===== src/plp_pkg.sv =====
`timescale 1ns / 1ps
// Shared types, codes and helper functions of the pkt-line request parser.
// No dependencies; the core, the result register and the top level import this package.
package plp_pkg;

    localparam int OID_MAX_DIGITS = 64;
    localparam int SHA1_DIGITS    = 40;
    localparam int DIG_W          = $clog2(OID_MAX_DIGITS + 1);
    localparam int OID_WORDS      = 4;

    localparam logic [DIG_W-1:0] DIGITS_SHA1   = DIG_W'(SHA1_DIGITS);
    localparam logic [DIG_W-1:0] DIGITS_SHA256 = DIG_W'(OID_MAX_DIGITS);

    // packet kinds
    localparam logic [1:0] KIND_FLUSH = 2'd0;
    localparam logic [1:0] KIND_WANT  = 2'd1;
    localparam logic [1:0] KIND_HAVE  = 2'd2;
    localparam logic [1:0] KIND_DONE  = 2'd3;

    // result status codes
    localparam logic [3:0] ST_OK         = 4'd0;
    localparam logic [3:0] ST_BAD_HEX    = 4'd1;
    localparam logic [3:0] ST_SHORT_LEN  = 4'd2;
    localparam logic [3:0] ST_BAD_TYPE   = 4'd3;
    localparam logic [3:0] ST_BAD_OID    = 4'd4;
    localparam logic [3:0] ST_NO_SPACE   = 4'd5;
    localparam logic [3:0] ST_CAPS_OPEN  = 4'd6;
    localparam logic [3:0] ST_NO_NEWLINE = 4'd7;
    localparam logic [3:0] ST_TRAILING   = 4'd8;

    localparam logic [7:0] CH_NL = 8'h0a;
    localparam logic [7:0] CH_SP = 8'h20;
    localparam logic [7:0] CH_W  = 8'h77;
    localparam logic [7:0] CH_H  = 8'h68;
    localparam logic [7:0] CH_D  = 8'h64;

    localparam logic [39:0] TXT_WANT = "want ";
    localparam logic [39:0] TXT_HAVE = "have ";
    localparam logic [39:0] TXT_DONE = {"done", CH_NL};

    typedef enum logic [2:0] {
        PH_LEN,
        PH_TYPE,
        PH_OID,
        PH_AFTER,
        PH_CAPS,
        PH_END
    } t_phase;

    typedef struct packed {
        logic [1:0]                  pkt_kind;
        logic [3:0]                  status;
        logic [OID_WORDS-1:0][63:0]  oid;
        logic [15:0]                 caps_offset;
        logic [15:0]                 caps_len;
        logic [15:0]                 pkt_len;
    } t_result;

    // {valid, nibble}
    function automatic logic [4:0] hex_decode(input logic [7:0] b);
        logic [4:0] r;
        r = 5'd0;
        if (b >= 8'h30 && b <= 8'h39) begin
            r = {1'b1, b[3:0]};
        end else if ((b >= 8'h61 && b <= 8'h66) || (b >= 8'h41 && b <= 8'h46)) begin
            r = {1'b1, 4'(b[3:0] + 4'd9)};
        end
        return r;
    endfunction

    // expected character at position p of the type text of a kind
    function automatic logic [7:0] type_char(input logic [1:0] kind, input logic [2:0] p);
        logic [39:0] txt;
        logic [7:0]  c;
        txt = 40'd0;
        unique case (kind)
            KIND_WANT: txt = TXT_WANT;
            KIND_HAVE: txt = TXT_HAVE;
            KIND_DONE: txt = TXT_DONE;
            default:   txt = 40'd0;
        endcase
        unique case (p)
            3'd0:    c = txt[39:32];
            3'd1:    c = txt[31:24];
            3'd2:    c = txt[23:16];
            3'd3:    c = txt[15:8];
            3'd4:    c = txt[7:0];
            default: c = 8'd0;
        endcase
        return c;
    endfunction

endpackage


===== src/plp_if.sv =====
`timescale 1ns / 1ps
// Valid/ready channel interfaces: incoming stream bytes and parse results.
// No dependencies; the result interface spells out the oid as four separate 64-bit words.
interface plp_byte_if;
    logic       valid;
    logic       ready;
    logic [7:0] rx_byte;

    modport source (output valid, output rx_byte, input ready);
    modport sink   (input valid, input rx_byte, output ready);
endinterface

interface plp_result_if;
    logic        valid;
    logic        ready;
    logic [1:0]  pkt_kind;
    logic [3:0]  status;
    logic [63:0] oid_word0;
    logic [63:0] oid_word1;
    logic [63:0] oid_word2;
    logic [63:0] oid_word3;
    logic [15:0] caps_offset;
    logic [15:0] caps_len;
    logic [15:0] pkt_len;

    modport source (output valid, output pkt_kind, output status, output oid_word0,
                    output oid_word1, output oid_word2, output oid_word3,
                    output caps_offset, output caps_len, output pkt_len, input ready);
    modport sink   (input valid, input pkt_kind, input status, input oid_word0,
                    input oid_word1, input oid_word2, input oid_word3,
                    input caps_offset, input caps_len, input pkt_len, output ready);
endinterface


===== src/plp_in_reg.sv =====
`timescale 1ns / 1ps
// Input register: captures one stream word and holds it until the parser takes it.
// Depends on plp_byte_if.
module plp_in_reg (
    input  logic         i_clk,
    input  logic         i_rst_n,
    plp_byte_if.sink     i_rx,
    input  logic         i_take,
    output logic         o_valid,
    output logic [7:0]   o_byte
);
    logic       r_valid;
    logic [7:0] r_byte;

    assign i_rx.ready = !r_valid || i_take;
    assign o_valid    = r_valid;
    assign o_byte     = r_byte;

    always_ff @(posedge i_clk) begin
        if (!i_rst_n) begin
            r_valid <= 1'b0;
        end else if (i_rx.valid && i_rx.ready) begin
            r_valid <= 1'b1;
        end else if (i_take) begin
            r_valid <= 1'b0;
        end
    end

    always_ff @(posedge i_clk) begin
        if (i_rx.valid && i_rx.ready) begin
            r_byte <= i_rx.rx_byte;
        end
    end
endmodule


===== src/plp_core.sv =====
`timescale 1ns / 1ps
// Parser state and per-word next-state logic; raises a result on packet end or error.
// Depends on plp_pkg.
module plp_core (
    input  logic              i_clk,
    input  logic              i_rst_n,
    input  logic              i_cfg_we,
    input  logic              i_cfg_wdata,
    input  logic              i_valid,
    input  logic [7:0]        i_byte,
    input  logic              i_out_free,
    output logic              o_take,
    output logic              o_res_valid,
    output plp_pkg::t_result  o_res
);
    import plp_pkg::*;

    logic                       r_oid_format;
    t_phase                     r_phase,     n_phase;
    logic [15:0]                r_len,       n_len;
    logic [15:0]                r_idx,       n_idx;
    logic [OID_WORDS-1:0][63:0] r_oid,       n_oid;
    logic                       r_caps_read, n_caps_read;
    logic                       r_halted,    n_halted;
    logic [15:0]                r_caps_start, n_caps_start;
    logic [15:0]                r_caps_count, n_caps_count;
    logic [1:0]                 r_kind,      n_kind;

    assign o_take = i_valid && i_out_free;

    always_comb begin
        logic [4:0]       hx;
        logic [DIG_W-1:0] digits;
        logic [15:0]      d;
        logic [15:0]      p;
        logic [15:0]      idx1;
        t_phase           ph;
        logic [3:0]       st;
        logic             do_ok;
        logic             is_flush;
        logic             clear;

        hx       = hex_decode(i_byte);
        digits   = r_oid_format ? DIGITS_SHA256 : DIGITS_SHA1;
        d        = r_idx - 16'd9;
        p        = r_idx - 16'd4;
        idx1     = r_idx + 16'd1;
        ph       = r_phase;
        st       = ST_OK;
        do_ok    = 1'b0;
        is_flush = 1'b0;
        clear    = 1'b0;

        n_phase      = r_phase;
        n_len        = r_len;
        n_idx        = r_idx;
        n_oid        = r_oid;
        n_caps_read  = r_caps_read;
        n_halted     = r_halted;
        n_caps_start = r_caps_start;
        n_caps_count = r_caps_count;
        n_kind       = r_kind;

        if (o_take && !r_halted) begin
            if (r_phase == PH_LEN) begin
                if (!hx[4]) begin
                    st = ST_BAD_HEX;
                end else begin
                    n_len = {r_len[11:0], hx[3:0]};
                    n_idx = idx1;
                    if (r_idx[1:0] == 2'd3) begin
                        priority if (n_len == 16'd0) begin
                            do_ok    = 1'b1;
                            is_flush = 1'b1;
                        end else if (n_len < 16'd4) begin
                            st = ST_SHORT_LEN;
                        end else if (n_len == 16'd4) begin
                            st = ST_BAD_TYPE;
                        end else begin
                            n_phase = PH_TYPE;
                        end
                    end
                end
            end else begin
                // id already complete for the current digit count
                if (ph == PH_OID && d >= 16'(digits)) begin
                    ph = PH_AFTER;
                end
                unique case (ph)
                    PH_TYPE: begin
                        if (p == 16'd0) begin
                            priority if (i_byte == CH_W) begin
                                n_kind = KIND_WANT;
                            end else if (i_byte == CH_H) begin
                                n_kind = KIND_HAVE;
                            end else if (i_byte == CH_D) begin
                                n_kind = KIND_DONE;
                            end else begin
                                st = ST_BAD_TYPE;
                            end
                        end else if (p > 16'd4 || r_kind == KIND_FLUSH
                                     || type_char(r_kind, p[2:0]) != i_byte) begin
                            st = ST_BAD_TYPE;
                        end
                        if (st == ST_OK && p == 16'd4) begin
                            ph = (n_kind == KIND_DONE) ? PH_END : PH_OID;
                        end
                    end
                    PH_OID: begin
                        if (!hx[4]) begin
                            st = ST_BAD_OID;
                        end else begin
                            n_oid[d[5:4]][6'd60 - {d[3:0], 2'b00} +: 4] =
                                r_oid[d[5:4]][6'd60 - {d[3:0], 2'b00} +: 4] | hx[3:0];
                            if (idx1 - 16'd9 >= 16'(digits)) begin
                                ph = PH_AFTER;
                            end
                        end
                    end
                    PH_AFTER: begin
                        if (r_kind == KIND_WANT && !r_caps_read
                            && (r_len - r_idx) > 16'd1) begin
                            if (i_byte != CH_SP) begin
                                st = ST_NO_SPACE;
                            end else begin
                                n_caps_start = idx1;
                                n_caps_count = 16'd0;
                                ph = PH_CAPS;
                            end
                        end else if (i_byte != CH_NL) begin
                            st = ST_NO_NEWLINE;
                        end else begin
                            ph = PH_END;
                        end
                    end
                    PH_CAPS: begin
                        if (i_byte == CH_NL) begin
                            ph = PH_END;
                        end else begin
                            n_caps_count = r_caps_count + 16'd1;
                        end
                    end
                    default: begin
                        st = (r_kind == KIND_DONE) ? ST_BAD_TYPE : ST_TRAILING;
                    end
                endcase

                if (st == ST_OK) begin
                    n_idx   = idx1;
                    n_phase = ph;
                    // last word of the packet: close it out
                    if (!(idx1 < r_len)) begin
                        unique case (ph)
                            PH_END:  do_ok = 1'b1;
                            PH_TYPE: st = ST_BAD_TYPE;
                            PH_OID:  st = ST_BAD_OID;
                            PH_CAPS: st = ST_CAPS_OPEN;
                            default: st = ST_NO_NEWLINE;
                        endcase
                    end
                end
            end
        end

        o_res_valid = do_ok || (st != ST_OK);
        o_res       = '0;
        if (do_ok) begin
            o_res.pkt_kind = is_flush ? KIND_FLUSH : n_kind;
            o_res.status   = ST_OK;
            o_res.pkt_len  = is_flush ? 16'd4 : n_len;
            if (!is_flush && n_kind != KIND_DONE) begin
                o_res.oid = n_oid;
            end
            if (!is_flush && n_kind == KIND_WANT && n_caps_start != 16'd0) begin
                o_res.caps_offset = n_caps_start;
                o_res.caps_len    = n_caps_count;
            end
            if (!is_flush && n_kind == KIND_WANT) begin
                n_caps_read = 1'b1;
            end
            clear = 1'b1;
        end else if (st != ST_OK) begin
            o_res.pkt_kind = (st <= ST_BAD_TYPE) ? KIND_FLUSH : n_kind;
            o_res.status   = st;
            o_res.pkt_len  = (st == ST_BAD_HEX) ? 16'd0 : n_len;
            n_halted       = 1'b1;
        end

        if (clear) begin
            n_phase      = PH_LEN;
            n_len        = 16'd0;
            n_idx        = 16'd0;
            n_oid        = '0;
            n_caps_start = 16'd0;
            n_caps_count = 16'd0;
            n_kind       = KIND_FLUSH;
        end
    end

    always_ff @(posedge i_clk) begin
        if (!i_rst_n) begin
            r_oid_format <= 1'b0;
            r_phase      <= PH_LEN;
            r_len        <= 16'd0;
            r_idx        <= 16'd0;
            r_oid        <= '0;
            r_caps_read  <= 1'b0;
            r_halted     <= 1'b0;
            r_caps_start <= 16'd0;
            r_caps_count <= 16'd0;
            r_kind       <= KIND_FLUSH;
        end else begin
            if (i_cfg_we) begin
                r_oid_format <= i_cfg_wdata;
            end
            r_phase      <= n_phase;
            r_len        <= n_len;
            r_idx        <= n_idx;
            r_oid        <= n_oid;
            r_caps_read  <= n_caps_read;
            r_halted     <= n_halted;
            r_caps_start <= n_caps_start;
            r_caps_count <= n_caps_count;
            r_kind       <= n_kind;
        end
    end
endmodule


===== src/plp_out_reg.sv =====
`timescale 1ns / 1ps
// Result register: holds one parse result until the downstream side takes it.
// Depends on plp_pkg and plp_result_if.
module plp_out_reg (
    input  logic              i_clk,
    input  logic              i_rst_n,
    input  logic              i_load,
    input  plp_pkg::t_result  i_res,
    output logic              o_free,
    plp_result_if.source      o_res
);
    import plp_pkg::*;

    logic    r_valid;
    t_result r_res;

    assign o_free = !r_valid || o_res.ready;

    always_ff @(posedge i_clk) begin
        if (!i_rst_n) begin
            r_valid <= 1'b0;
        end else if (i_load) begin
            r_valid <= 1'b1;
        end else if (o_res.ready) begin
            r_valid <= 1'b0;
        end
    end

    always_ff @(posedge i_clk) begin
        if (i_load) begin
            r_res <= i_res;
        end
    end

    assign o_res.valid       = r_valid;
    assign o_res.pkt_kind    = r_res.pkt_kind;
    assign o_res.status      = r_res.status;
    assign o_res.oid_word0   = r_res.oid[0];
    assign o_res.oid_word1   = r_res.oid[1];
    assign o_res.oid_word2   = r_res.oid[2];
    assign o_res.oid_word3   = r_res.oid[3];
    assign o_res.caps_offset = r_res.caps_offset;
    assign o_res.caps_len    = r_res.caps_len;
    assign o_res.pkt_len     = r_res.pkt_len;
endmodule


===== src/pkt_line_request_parser_unit.sv =====
`timescale 1ns / 1ps
// pkt-line request parser, top level: input register, parser core, result register.
// An accepted word is held in the input register, parsed combinationally by the core, and its result is registered.
// Throughput: one word per cycle while the result register is free; the parser state loop updates once per word.
// Stall: the input register holds while the result register is full and not taken.
// Reset (synchronous, active low): clears parser state, halt flag and oid format to SHA-1.
module pkt_line_request_parser_unit (
    input  logic          i_clk,
    input  logic          i_rst_n,
    input  logic          i_cfg_we,
    input  logic          i_cfg_wdata,
    plp_byte_if.sink      i_rx,
    plp_result_if.source  o_res
);
    import plp_pkg::*;

    logic       take;
    logic       byte_valid;
    logic [7:0] byte_data;
    logic       out_free;
    logic       res_valid;
    t_result    res;

    plp_in_reg u_in_reg (
        .i_clk   (i_clk),
        .i_rst_n (i_rst_n),
        .i_rx    (i_rx),
        .i_take  (take),
        .o_valid (byte_valid),
        .o_byte  (byte_data)
    );

    plp_core u_core (
        .i_clk       (i_clk),
        .i_rst_n     (i_rst_n),
        .i_cfg_we    (i_cfg_we),
        .i_cfg_wdata (i_cfg_wdata),
        .i_valid     (byte_valid),
        .i_byte      (byte_data),
        .i_out_free  (out_free),
        .o_take      (take),
        .o_res_valid (res_valid),
        .o_res       (res)
    );

    plp_out_reg u_out_reg (
        .i_clk   (i_clk),
        .i_rst_n (i_rst_n),
        .i_load  (res_valid),
        .i_res   (res),
        .o_free  (out_free),
        .o_res   (o_res)
    );
endmodule

===== src/flat_wrapper.sv =====
// flat-port wrapper written by rule: the top's interface ports become plain ports
module pkt_line_request_parser_unit_flat import plp_pkg::*;
  (i_clk, i_rst_n, i_cfg_we, i_cfg_wdata, i_rx_valid, i_rx_rx_byte, i_rx_ready, o_res_valid, o_res_pkt_kind, o_res_status, o_res_oid_word0, o_res_oid_word1, o_res_oid_word2, o_res_oid_word3, o_res_caps_offset, o_res_caps_len, o_res_pkt_len, o_res_ready);
  plp_byte_if i_rx_i ();
  plp_result_if o_res_i ();
  input  logic i_clk;
  input  logic i_rst_n;
  input  logic i_cfg_we;
  input  logic i_cfg_wdata;
  input wire logic [$bits(i_rx_i.valid)-1:0] i_rx_valid;
  input wire logic [$bits(i_rx_i.rx_byte)-1:0] i_rx_rx_byte;
  output wire logic [$bits(i_rx_i.ready)-1:0] i_rx_ready;
  output wire logic [$bits(o_res_i.valid)-1:0] o_res_valid;
  output wire logic [$bits(o_res_i.pkt_kind)-1:0] o_res_pkt_kind;
  output wire logic [$bits(o_res_i.status)-1:0] o_res_status;
  output wire logic [$bits(o_res_i.oid_word0)-1:0] o_res_oid_word0;
  output wire logic [$bits(o_res_i.oid_word1)-1:0] o_res_oid_word1;
  output wire logic [$bits(o_res_i.oid_word2)-1:0] o_res_oid_word2;
  output wire logic [$bits(o_res_i.oid_word3)-1:0] o_res_oid_word3;
  output wire logic [$bits(o_res_i.caps_offset)-1:0] o_res_caps_offset;
  output wire logic [$bits(o_res_i.caps_len)-1:0] o_res_caps_len;
  output wire logic [$bits(o_res_i.pkt_len)-1:0] o_res_pkt_len;
  input wire logic [$bits(o_res_i.ready)-1:0] o_res_ready;
  assign i_rx_i.valid = i_rx_valid;
  assign i_rx_i.rx_byte = i_rx_rx_byte;
  assign i_rx_ready = i_rx_i.ready;
  assign o_res_valid = o_res_i.valid;
  assign o_res_pkt_kind = o_res_i.pkt_kind;
  assign o_res_status = o_res_i.status;
  assign o_res_oid_word0 = o_res_i.oid_word0;
  assign o_res_oid_word1 = o_res_i.oid_word1;
  assign o_res_oid_word2 = o_res_i.oid_word2;
  assign o_res_oid_word3 = o_res_i.oid_word3;
  assign o_res_caps_offset = o_res_i.caps_offset;
  assign o_res_caps_len = o_res_i.caps_len;
  assign o_res_pkt_len = o_res_i.pkt_len;
  assign o_res_i.ready = o_res_ready;
  pkt_line_request_parser_unit u_core (.i_clk(i_clk), .i_rst_n(i_rst_n), .i_cfg_we(i_cfg_we), .i_cfg_wdata(i_cfg_wdata), .i_rx(i_rx_i), .o_res(o_res_i));
endmodule

===== config.mk =====
export PLATFORM = sky130hd
export DESIGN_NAME = pkt_line_request_parser_unit_flat
export DESIGN_NICKNAME = d
export VERILOG_FILES = /design/src/plp_pkg.sv /design/src/plp_if.sv /design/src/plp_in_reg.sv /design/src/plp_core.sv /design/src/plp_out_reg.sv /design/src/pkt_line_request_parser_unit.sv /design/src/flat_wrapper.sv
export SDC_FILE = /design/constraint.sdc
export NUM_CORES = 1
export LEC_CHECK = 0
export BUFFER_PORTS_ARGS = -buffer_cell sky130_fd_sc_hd__buf_4
export CORE_MARGIN = 8
export CORE_UTILIZATION = 40
export CTS_BUF_LIST = sky130_fd_sc_hd__clkbuf_2
export CTS_CLUSTER_SIZE = 24
export DETAILED_ROUTE_END_ITERATION = 8
export MAX_ROUTING_LAYER = met4
export PLACE_DENSITY_LB_ADDON = 0.2
export SLEW_MARGIN = 5
export SYNTH_ARGS = -nofsm -noshare
export SYNTH_HDL_FRONTEND = slang
export SYNTH_SLANG_ARGS = --single-unit

===== constraint.sdc =====
create_clock -name i_clk -period 19.3 [get_ports i_clk]
set_input_delay 1.93 -clock i_clk [delete_from_list [all_inputs] [get_ports i_clk]]
set_output_delay 1.93 -clock i_clk [all_outputs]
set_load 0.01 [all_outputs]

==> impl_results.md, run 1 <==
* Tcrit/Tclk final at 40.76%
* Clock transition at the registers of the reported paths at 0.10 ns
* RR Startpoint: u_core.u_core.r_idx[0]
* Initial DRC Count at 1,899
* Initial Utilization at 40.18%
* Commonest non-fill, non-tap cell in the layout: nor2_1
* GRT overflow at 0
* Worst-skew pair later-pin latency at 1.37 ns
* Vias in the first global route at 23,290
* Boundary Pins at 326
* Avg Inst Size Synth at 11.00 µm²
* Die height at 288.5 µm
* Layout area overhead at 15.56%
* Power density over the cells at 78.45 mW/mm²
* Relative slew slack at 13.48%
* Initial antenna violation count at 4
* Routed wire length at 96,380 µm
* Top_reg_cell synth: dfxtp_1
* CTS buffer count at 170
* Post-DRT Antenna Nets at 0
* Core Box Area at 0.07395 mm²
* Placement Cell Area at 0.03263 mm²
* GRT Overall Usage at 23.29%
* Mapped Cells at 2,701
* Finished Core Util at 46.43%
* GP Congestion at 0.9340
* Via density at 5.408
* Post-synthesis async set-or-reset flop share at 0%
* WP data arrival at 9.02 ns
* Cell Area, Synth at 0.02971 mm²
* Post-synth EDFFs at 318
* Fmax at 0.1271 GHz
* Crit path launch type: register
* Clk_skew at 0.09272 ns
* Fraction of layout cells with a size suffix above 1 at 24.70%
* Setup violations, final at 0
* Most frequent cells in the layout: nor2_1 (719), buf_4 (339), dfxtp_1 (329)
* VDD IR max at 0.04571 mV
* Core Rows at 100
* Syn. warnings at 0
* Dpl hpwl at 67,870 µm
* CP Class: reg -> reg
* Net Count, Synth at 2,774
* Hold Crit Start: u_core.u_core.r_halted
* Global-route wire length before repair at 143,200 µm
* Chip width at 288.5 µm
* Port bufs at 325
* Pleak at 12.08 nW
* Final Hold Vio Count at 0
* Htree depth at 4
* Pre-Repair DR Iteration Count at 6
* Number of setup buffers added after CTS at 0
* Fin. max-slew vios at 0
* Worst path required time at 20.45 ns
* RSZ-0062 raised after global routing: no
* Via count at 22,540
* Status: finished, final reports clean
* Clock buffer depth at 3
* DRC Markers at 0
* Post-CTS sizing at 0
* WL/cell at 23.13 µm
* Hold buffers post-CTS at 0
* Final Cell Area at 0.03433 mm²
* Largest net degree at the start of global routing at 222
* Min-Delay Path Class: reg -> reg
* CTS sink count at 648
* Final Critical Period at 7.867 ns
* Critical Path Fanout Max at 98
* Total die area at 0.08325 mm²
* CTS root buf: clkbuf_2
* Max cap viols at 0
* Crit end category: register
* Netlist cell types at 83
* Post-synthesis register bit count at 648
* Nets at 3,120
* Worst slew pin tran at 1.295 ns
* Crit. Startpoint: u_core.u_core.r_idx[0]
* Finished Layout Cells at 4,167
* Setup TNS Final at 0 ns
* Placed Cells at 3,844
* Post-synthesis sequential area ratio at 54.38%
* TritonCTS clock tree: done
==> registers in the layout, indices dropped and copies added (netlist names), 2 cells and up <==
name,count
u_core.u_out_reg.o_res.status,4
u_core.u_out_reg.o_res.oid_word2,64
u_core.u_core.r_len,16
u_core.u_core.r_kind,2
u_core.u_out_reg.o_res.oid_word1,64
u_core.u_out_reg.o_res.caps_len,16
u_core.u_out_reg.o_res.oid_word3,64
u_core.u_out_reg.o_res.oid_word0,64
u_core.u_core.r_idx,16
u_core.u_out_reg.o_res.caps_offset,16
u_core.u_core.r_phase,3
u_core.u_core.r_oid,256
u_core.u_core.r_caps_start,16
u_core.u_in_reg.o_byte,8
u_core.u_out_reg.o_res.pkt_kind,2
u_core.u_core.r_caps_count,16
u_core.u_out_reg.o_res.pkt_len,16
==> stage by stage <==
stage | total power (W) | hold slack (ns) | worst slack, ns
detailed placement | 0.001703 | 0.4783 | 11.60
finish | 0.002693 | 0.5000 | 11.43
global route | 0.002812 | 0.5359 | 10.87
CTS | 0.002731 | 0.5027 | 11.55
floorplan | 0.001627 | 0.4553 | 2.923
global placement | 0.001703 | 0.4665 | 11.74
==> logic make-up (layout without fill, tap and decap cells) <==
family | Yosys count | in the layout | synth area share [%]
other | 0 | 4 | 0
adder cells (fa/ha/maj) | 59 | 59 | 2.510
AND/OR/NAND/NOR | 1099 | 1099 | 16.51
buffers and inverters | 226 | 719 | 3.917
flip-flops | 648 | 648 | 54.38
XOR/XNOR | 49 | 49 | 1.445
multiplexers | 367 | 367 | 15.57
AO/OA/AOI/OAI | 253 | 253 | 5.665
==> Yosys cell counts, drive strengths merged (4+ instances only) <==
cell type,number,share of area (%)
nor2,766,10
dfxtp,330,22
edfxtp,318,32
mux2i,290,9.8
buf,95,2.3
mux4,76,5.8
nand2,75,0.95
clkbuf,72,0.91
a21oi,64,1.1
inv,59,0.75
o21ai,59,0.99
ha,58,2.4
xnor2,44,1.3
nand3,43,0.74
nor2b,29,0.61
nor3,26,0.44
nand2b,22,0.47
nand4,21,0.44
nor4,21,0.46
and3,20,0.42
or3,16,0.34
a31oi,14,0.29
o21a,13,0.33
a21o,12,0.30
o211ai,12,0.30
and2,11,0.23
a211oi,9,0.23
a22oi,8,0.20
or2,8,0.17
or4,8,0.20
and4,7,0.21
nor4b,7,0.21
a2111oi,6,0.30
o31ai,6,0.15
a32oi,5,0.15
nand3b,5,0.13
o2111ai,5,0.15
xor2,5,0.15
nand4b,4,0.12
nor3b,4,0.10
o41ai,4,0.12
==> report_power, final <==
part / switching, W / internal, W / leakage, nW
Clock: 0.000603 / 0.000421 / 1.28
Combinational: 0.000100 / 0.0000608 / 5.18
Sequential: 0.0000229 / 0.00149 / 5.62
==> layer usage <==
metal / GRT usage, % / part of all wire [%] / vias to the layer above / wire length (µm)
li1: - / - / 10360 / -
met2: 37.46 / 48 / 838 / 46680
met5: - / 0 / - / 0
met1: 28.81 / 42 / 11160 / 40010
met4: 8.834 / 3.4 / 0 / 3320
met3: 4.900 / 6.6 / 180 / 6368
==> area by class of cell <==
cell class,count,area (µm²)
fill,6989,39620
sequential,648,16160
multi-input combinational,1827,12450
timing repair buffer,341,2585
clock buffer,270,1351
tap,969,1212
clock inverter,49,339.1
inverter,59,221.5
antenna,4,10.01
==> critical path, cell delays in order, from the launching register on <==
cell	delay (ns)
dfxtp_2	0.93
o31ai_1	0.29
and2_1	0.26
xnor2_1	0.21
inv_2	0.08
buf_4	0.80
ha_1	0.39
a21o_1	0.21
a2111oi_4	0.68
nor3_1	0.21
a31o_2	0.30
a2111oi_4	0.25
and2_1	0.31
nand3_2	0.14
nand3_4	0.66
buf_4	0.77
buf_4	0.88
nor2_1	0.13
==> worst paths after layout <==
kind         slack (ns)                        to  cells past startpoint
max               11.43  u_core.u_core.r_oid[137]                     17
min                0.50    u_core.u_core.r_halted                      1
max reg2reg       11.43  u_core.u_core.r_oid[137]                     17
min reg2reg        0.50    u_core.u_core.r_halted                      1
No activity file was read; power rests on OpenSTA's default activity.
==> run 2, diff against run 1 <==
==> constraint.sdc (replaced) <==
create_clock -name i_clk -period 7 [get_ports i_clk]
set_input_delay 0.7 -clock i_clk [delete_from_list [all_inputs] [get_ports i_clk]]
set_output_delay 0.7 -clock i_clk [all_outputs]
set_load 0.01 [all_outputs]
==> run 2 against run 1 <==
Sequential power grew to 2.8 times the previous value. Worst hold slack got worse by 0.27 ns. Sequential share of layout area shrank 0.96 points. Count of clock-buffer cells in the layout rose by 7. Maximum frequency grew 23%. Die area unchanged. Clock power increased to 2.7 times the previous value. Critical path depth unchanged. Final area rose by 2.1%. Utilization rose by 0.97 points.
==> impl_results.md, run 2 (synthesis gave the netlist of run 1 again) <==
* Status: finished, final reports clean
* Final Hold Vio Count at 0
* Post-DRT Antenna Nets at 0
* CTS sink count at 648
* Port bufs at 325
* WL/cell at 22.99 µm
* Hold Crit Start: i_rst_n
* Via density at 5.384
* Worst reg-to-reg setup slack at 0.62 ns
* Met2 GRT Util at 38.69%
* Via count at 22,720
* CTS root buf: clkbuf_2
* GRT Overall Usage at 23.49%
* Hold Worst Slack at 0.2338 ns
* Htree depth at 4
* Routed wire length at 97,010 µm
* Initial antenna violation count at 2
* Pleak at 12.43 nW
* Final Critical Period at 6.382 ns
* Setup violations, final at 0
* Biggest register: u_core.u_core.r_oid
* GRT overflow at 0
* Clock transition at the registers of the reported paths at 0.09 ns
* Max cap viols at 0
* Initial DRC Count at 1,846
* Die height at 288.5 µm
* Core Box Area at 0.07395 mm²
* Pre-Repair DR Iteration Count at 6
* Worst slew pin tran at 1.221 ns
* Number of setup buffers added after CTS at 0
* Relative slew slack at 18.25%
* Clock buffer depth at 3
* Worst-skew pair later-pin latency at 1.35 ns
* Placed Cells at 3,883
* Met3 Use GR at 5.136%
* Clk_skew at 0.1200 ns
* DRC Markers at 0
* GRT busiest layer: met2
* Cell family with most CP delay: simple AND/OR/NAND/NOR gates
* WP data arrival at 7.25 ns
* CP max stage cell: ha_1
* Fraction of layout cells with a size suffix above 1 at 25.94%
* Fmax at 0.1567 GHz
* Critical Path, Cell by Cell: ha_1 -> nand3_1 -> xnor2_1 -> inv_1 -> a21oi_1 -> nand2_1 -> xnor2_1 -> ha_1 -> a21oi_1 -> o21ai_0 -> a2111o_1 -> nor4_1 -> o22ai_1 -> nor2b_1 -> o311ai_2 -> nand4_1 -> buf_4
* Boundary Pins at 326
* Placement Cell Area at 0.03317 mm²
* Layout area overhead at 17.98%
* Worst path required time at 7.87 ns
* CP max stage delay at 0.66 ns
* Chip width at 288.5 µm
* Crit end category: register
* CTS buffer count at 166
* VDD IR max at 0.1314 mV
* Power density over the cells at 211.1 mW/mm²
* RSZ-0062 raised after global routing: no
* Finished Core Util at 47.40%
* Tcrit/Tclk final at 91.18%
* Initial Utilization at 40.18%
* Global routing usage on met1 at 28.59%
* Reg2reg end: u_core.u_out_reg.o_res.pkt_len[12]
* TritonCTS clock tree: done
* Global-route wire length before repair at 144,000 µm
* Path depth of the worst reg2reg path at 17
* Most frequent cells in the layout: nor2_1 (719), buf_4 (368), dfxtp_1 (328)
* Core Rows at 100
* WHS Endpoint: u_core.u_core.r_halted
* Hold buffers post-CTS at 24
* Critical Path Fanout Max at 59
* Dpl hpwl at 70,290 µm
* Vias in the first global route at 23,310
* Nets at 3,179
* Finished Layout Cells at 4,220
* Commonest non-fill, non-tap cell in the layout: nor2_1
* Min-Delay Path Class: in -> reg
* Fin. max-slew vios at 0
* Total die area at 0.08325 mm²
* Post-CTS sizing at 0
* Largest net degree at the start of global routing at 97
* CP Buf/Inv Count at 2
* Tot Pwr at 0.007401 W
* RR Startpoint: u_core.u_core.r_idx[1]
* Worst hold stages at 3
* Final Cell Area at 0.03505 mm²
* Number of flip-flops in the largest register at 256
* CP Class: reg -> reg
* GP Congestion at 0.9311
* Crit path launch type: register
## run 2: routing by layer
metal,up-vias,part of all wire [%]
li1,10500,-
met1,11200,41
met2,844,49
met3,177,7.0
met4,0,2.5
met5,-,0
## run 2: how the worst max path moves through the flow
stage                                 startpoint                              endpoint  slack [ns]  cells after the start
after floorplan           u_core.u_core.r_idx[0]    u_core.u_out_reg.o_res.caps_len[0]       -8.66                     19
after global placement    u_core.u_core.r_idx[1]  u_core.u_out_reg.o_res.oid_word3[22]        0.87                     18
after detailed placement  u_core.u_core.r_idx[1]  u_core.u_out_reg.o_res.oid_word2[20]        0.77                     18
after CTS                 u_core.u_core.r_idx[1]    u_core.u_out_reg.o_res.pkt_len[12]        0.73                     17
after global routing      u_core.u_core.r_idx[1]    u_core.u_out_reg.o_res.pkt_len[13]        0.22                     17
final                     u_core.u_core.r_idx[1]    u_core.u_out_reg.o_res.pkt_len[12]        0.62                     17
## run 2: worst reg2reg max path, cell delays in order, from the launching register on
cell      delay (ns)
dfxtp_2         0.53
ha_1            0.66
nand3_1         0.26
xnor2_1         0.38
inv_1           0.23
a21oi_1         0.33
nand2_1         0.11
xnor2_1         0.16
ha_1            0.31
a21oi_1         0.13
o21ai_0         0.13
a2111o_1        0.38
nor4_1          0.43
o22ai_1         0.20
nor2b_1         0.51
o311ai_2        0.24
nand4_1         0.30
buf_4           0.65
## run 2: power breakdown
group          switching (W)  leakage [nW]  total, W  internal (W)
logic               0.000285          5.54  0.000479      0.000194
registers          0.0000678          5.62   0.00416       0.00409
clock network        0.00161          1.27   0.00276       0.00116
## run 2: through the flow
step / setup slack [ns] / TNS [ns]
after floorplan: -8.662 / -2692.83
after global placement: 0.8692 / 0
after detailed placement: 0.7724 / 0
after CTS: 0.7277 / 0
after global routing: 0.2203 / 0
final: 0.6176 / 0
## run 2: final cells by class
class                   instances  area [µm²]
clock inverters                31       239.0
well taps                     969        1212
inverters                      59       234.0
multi-input cells            1827       12560
diodes                          5       12.51
flip-flops and latches        648       16160
fillers                      6934       38890
clock buffers                 277        1386
repair buffers                404        3243
